## src/design/matrix_multiply_with_bias_defines.svh

```systemverilog
// assertion macros for the matrix multiply with bias block
`ifndef MATRIX_MULTIPLY_WITH_BIAS_DEFINES_SVH
`define MATRIX_MULTIPLY_WITH_BIAS_DEFINES_SVH

// same-cycle implication, disabled during reset
`define MMB_ASSERT_NOW(label, clk, rst_n, ante, cons, msg) \
  label: assert property (@(posedge clk) disable iff (!rst_n) (ante) |-> (cons)) \
    else $error(msg);

// next-cycle implication, disabled during reset
`define MMB_ASSERT_NEXT(label, clk, rst_n, ante, cons, msg) \
  label: assert property (@(posedge clk) disable iff (!rst_n) (ante) |=> (cons)) \
    else $error(msg);

`endif

```

## src/design/mmb_ram.sv

```systemverilog
// generic simple dual-port ram with registered read
module mmb_ram #(
  parameter int WIDTH = 32,
  parameter int DEPTH = 64
) (
  input  logic                     clk,
  input  logic                     we,
  input  logic [$clog2(DEPTH)-1:0] waddr,
  input  logic [WIDTH-1:0]         wdata,
  input  logic [$clog2(DEPTH)-1:0] raddr,
  output logic [WIDTH-1:0]         rdata
);

  logic [WIDTH-1:0] mem [DEPTH];

  always_ff @(posedge clk) begin
    if (we) begin
      mem[waddr] <= wdata;
    end
    rdata <= mem[raddr];
  end

endmodule
```

## config.mk

```make
export PLATFORM = sky130hd
export DESIGN_NAME = mmb_ram
export DESIGN_NICKNAME = d
export VERILOG_FILES = /design/src/design/matrix_multiply_with_bias_defines.svh /design/src/design/mmb_ram.sv
export SDC_FILE = /design/constraint.sdc
export NUM_CORES = 2
export LEC_CHECK = 0
export BUFFER_PORTS_ARGS = -buffer_cell sky130_fd_sc_hd__buf_4
export CAP_MARGIN = 20
export CORE_MARGIN = 5
export CORE_UTILIZATION = 35
export DETAILED_ROUTE_END_ITERATION = 10
export SETUP_SLACK_MARGIN = 0.3
export SLEW_MARGIN = 20
export SYNTH_ARGS = -nofsm -noshare
export SYNTH_HDL_FRONTEND = slang
export SYNTH_SLANG_ARGS = --single-unit
export TNS_END_PERCENT = 30
```

## constraint.sdc

```tcl
create_clock -name clk -period 7.05 [get_ports clk]
set_input_delay 0 -clock clk [delete_from_list [all_inputs] [get_ports clk]]
set_output_delay 0 -clock clk [all_outputs]
set_load 0.1 [all_outputs]
```

# [After elaboration in Yosys (flattened, before gate mapping)]
# Memory sizes are Yosys's and may differ from the RTL's. A register that Yosys moved wholly into a read port is not among the register bits.
# Cells that the tools add are included.
# W data, S select, Z words.
[word_totals] mem_count=1 out_inout_bits=32 latch_bits=0 register_bits=0 ramBits=2048 input_bits=46 romBits=0
[classes] muxes=2 order_cmp=0 bitwise=0 n_mul=0 reduce_logical=0 addsub=0 div_mod_pow=0 n_shift=0 eq_ne=0
[memory_table] name="mem" depth=64 width=32 read_ports=1 rd_ports_with_merged_regs=1 write_ports=1 line="mmb_ram.sv:14" text="logic [WIDTH-1:0] mem [DEPTH];"
[ops] operator="$mux W1" n=2

# [Depth between registers and ports, before layout]
[depth] word_depth=2 ltp_mapped=10 depth_no_buf=5

# [Worst setup path before layout]
# OpenSTA, ideal clock, no wires.
[synth_path] kind="input -> register" start="input waddr[3]" end="memory mem[48][0], enable pin" setup_ps=461 slack_ps=3890 path_stages=4 t_required_ps=6589 path_buffers=1 arrival_time_ps=2699 cell_sequence="clkbuf_1 > nor2b_1 > nand4b_1 > nor3_1"
[synth_rtl] element="start, declared" line="mmb_ram.sv:8" text="input logic [$clog2(DEPTH)-1:0] waddr,"
[synth_rtl] element="end, declared" line="mmb_ram.sv:14"
# Straight into the memory's write port.

==> summary.md <==
| Metric | Value |
|---|---|
| Maximum number of pins on one net before global-route repair | `106` |
| Post-route ant nets | `0` |
| Root buf cell | `clkbuf_16` |
| Number of fillers in the final layout | `slightly below 20000` |
| Count of pins over their slew limit | `0` |
| Gate count after technology mapping | `3324` |
| Setup slack of the worst register-to-register path | `4.61 ns` |
| Layer with the highest usage after global routing | `met2` |
| Final net count | `between 3000 and 4000` |
| Longest Clk Path Bufs | `3` |
| Maximum clock skew at final layout | `0.05845 ns` |
| Count of state elements after synthesis | `2080` |
| Total setup violations reported at the end of the flow | `0` |
| Most frequent cells in the layout | `2048 x edfxtp_1, 544 x mux4_2, 201 x clkbuf_16` |
| Met1 Track Usage GR | `24.76%` |
| Area taken by multi-input logic gates | `15970 um2` |
| Most frequent standard cell in the layout excluding fill and tap cells | `edfxtp_1` |
| TritonRoute pass-1 iters | `7` |
| Vias per inst | `5.503` |
| Starting density of the core | `35.25%` |
| Startpoint class of the critical path | `input port` |
| Tot GR Track Use | `17.44%` |
| Leakage power of the design | `27.66 nW` |
| Share of async-settable or async-resettable flops after synthesis | `0%` |
| Critical path startpoint | `raddr[2]` |
| GR Util met2 | `approximately 28%` |
| Final worst-path cycle share | `about two fifths` |
| Die width | `483.6 um` |
| Worst r2r path cells | `4` |
| Outcome | `complete, no violations` |
| Number of input and output port buffers inserted | `77` |
| Global-route wire length before repair | `292000 um` |
| Cell area after technology mapping | `78520 um2` |
| Cell Area, Placed | `around 83000 um2` |
| Cell area power density | `286.1 nW/um2` |
| Max-capacitance violation count | `0` |
| Critical Path AT | `3.48 ns` |
| Main synth FF type | `edfxtp_1` |
| Clock tree sinks | `2080` |
| Worst-Skew Late Latency | `0.85 ns` |
| DRC violation count after routing | `0` |
| Mean instance size in the synthesized netlist | `between 20 and 25 um2` |
| Count of unique library cells instantiated by Yosys | `34` |
| Area Growth Syn to Fin | `14.96%` |
| Min Tclk post-route | `2.716 ns` |
| Critical register-to-register path endpoint | `rdata[1]` |
| Reg clk slew, reported paths | `roughly 0.06 ns` |
| HPWL after detailed placement | `approximately 110000 um` |
| Worst setup endpoint | `rdata[13]` |
| Max Freq | `between 0.3 and 0.4 GHz` |
| Area of the die | `233900 um2` |
| Initial antenna violation count | `16` |
| Beginning of the worst register-to-register path | `mem[11][1]` |
| Buffer count from post-CTS setup fixing | `0` |
| Top-level I/O count | `78` |
| Maximum fanout count along the critical path | `67` |
| Met3 capacity usage during global routing | `under 10%` |
| Clock tree from TritonCTS | `done` |
| Worst voltage drop across the vdd grid | `0.2569 mV` |
| CORE AREA | `roughly 220000 um2` |
| Kind of path behind the tightest hold check | `input port to register` |
| Sum of overflow across all layers after global routing | `0` |
| Total number of H-tree levels | `4` |
| Number of synthesized flops with an enable pin | `between 2000 and 2500` |
| Transition time at the pin with the least slew margin | `1.063 ns` |
| Hold Path Cell Cnt | `3` |
| Share of layout cells above drive strength 1 | `28.72%` |
| Routed length per placed instance | `between 30 and 40 um` |
| Final design area excluding fillers | `between 90000 and 100000 um2` |
| Via total after detailed routing | `37000` |
| Critical path class | `input port to register` |
| Relative slew slack | `28.97%` |
| Number of standard-cell rows in the floorplan | `173` |
| Critical path data required time | `slightly below 8 ns` |
| Placer congestion estimate | `0.7808` |
| Inserted Clock Buffers | `201` |
| Share of the yosys chip area belonging to registers | `79.14%` |
| Setup_tns | `0 ns` |
| Total detailed-routing wirelength | `~210000 um` |
| Number of warning messages in the yosys log | `0` |
| Syn_nets | `around 3400` |
| Number of DRC markers after the initial detailed-route iteration | `4684` |
| Count of final hold-check violations | `0` |
| Critical path capture point type | `register` |
| Unrepaired setup endpoints after global routing | `false` |
| Register Area | `62140 um2` |
| Via count of the first global-routing pass | `around 37000` |
| Y dimension of the die | `483.6 um` |
[kinds of logic after synthesis]
| family | count (synthesis) | synth area share [%] |
|---|---|---|
| AOI/OAI and AO/OA | 202 | 1.673 |
| buffers and inverters | 182 | 1.128 |
| DFF | 2080 | 79.14 |
| muxes | 637 | 16.79 |
| and+or+nand+nor | 223 | 1.265 |
[through the flow]
step	hold slack [ns]	worst slack (ns)	util [%]	instances	total power [W]
2_1_floorplan	0.09887	3.890	-	3324	0.01484
3_3_place_gp	0.4570	3.437	37.40	6292	0.01549
3_5_place_dp	0.4696	3.462	37.40	6292	0.01551
4_1_cts	0.06521	4.304	40.51	6715	0.02604
5_1_grt	0.1014	4.305	40.52	6717	0.02662
6_report	0.1406	4.334	40.52	6723	0.02583
[power breakdown]
part           switching (W)  internal (W)
clock network        0.00464       0.00595
registers          0.0000648        0.0137
logic                0.00100      0.000479
[Yosys cell counts, types with 2 or more instances]
cell type / number / area (um2)
a21oi_1: 62 / 310.3
a22oi_1: 12 / 90.09
a311oi_1: 8 / 70.07
a41o_1: 4 / 40.04
and2_1: 2 / 12.51
and3_1: 4 / 25.02
buf_1: 21 / 78.83
buf_2: 57 / 285.3
buf_4: 25 / 187.7
buf_6: 5 / 56.30
clkbuf_1: 74 / 277.8
dfxtp_1: 32 / 640.6
edfxtp_1: 2048 / 61500
mux2i_1: 93 / 930.9
mux4_2: 544 / 12250
nand2_1: 26 / 97.59
nand2b_1: 8 / 50.05
nand3_1: 5 / 25.02
nand3b_1: 5 / 37.54
nand4_1: 2 / 12.51
nor2_1: 137 / 514.2
nor2b_1: 15 / 93.84
nor3_1: 7 / 35.03
o221ai_1: 27 / 236.5
o22ai_1: 84 / 525.5
o32ai_1: 4 / 35.03
or3_1: 3 / 18.77
or3b_1: 2 / 17.52
or3b_2: 3 / 26.28
[routing by layer]
layer | part of all wire, % | vias to the layer above | routed length [um]
li1 | - | 14770 | -
met2 | 48 | 1660 | 99480
met4 | 3.0 | 4 | 6204
met3 | 7.6 | 273 | 15660
met1 | 41 | 20290 | 85590
met5 | 0.013 | - | 26
[state kept, by name (all words and copies together) (netlist names)]
name,cells
mem,2048
rdata,32
[critical path, stage by stage]
cell      delay, ns
buf_8          0.50
buf_12         0.48
buf_4          0.62
mux4_2         0.33
o221ai_1       0.14
a21oi_1        0.70
a21oi_1        0.32
nor2_1         0.17
[repair_timing]
item,CTS,global route
endpoints found under the hold margin,2166,0
hold buffers,44,0
resized for setup,0,0
[final cells by class]
type | instances | area share (%)
timing repair buffer | 219 | 2.111
antenna | 8 | 0.02218
multi-input combinational | 1062 | 17.70
sequential | 2080 | 68.85
tap | 2975 | 4.124
clock buffer | 268 | 5.996
clock inverter | 111 | 1.203
[worst min-delay path by stage]
| stage | from | end | slack, ns |
|---|---|---|---|
| 2_1_floorplan | wdata[0] | mem[0][0] | 0.1 |
| 3_3_place_gp | waddr[1] | mem[49][23] | 0.46 |
| 3_5_place_dp | waddr[1] | mem[48][23] | 0.47 |
| 4_1_cts | raddr[2] | rdata[0] | 0.07 |
| 5_1_grt | waddr[3] | mem[35][18] | 0.10 |
| 6_report | waddr[3] | mem[35][18] | 0.14 |
Note: power is estimated with default switching activity, not from simulation.
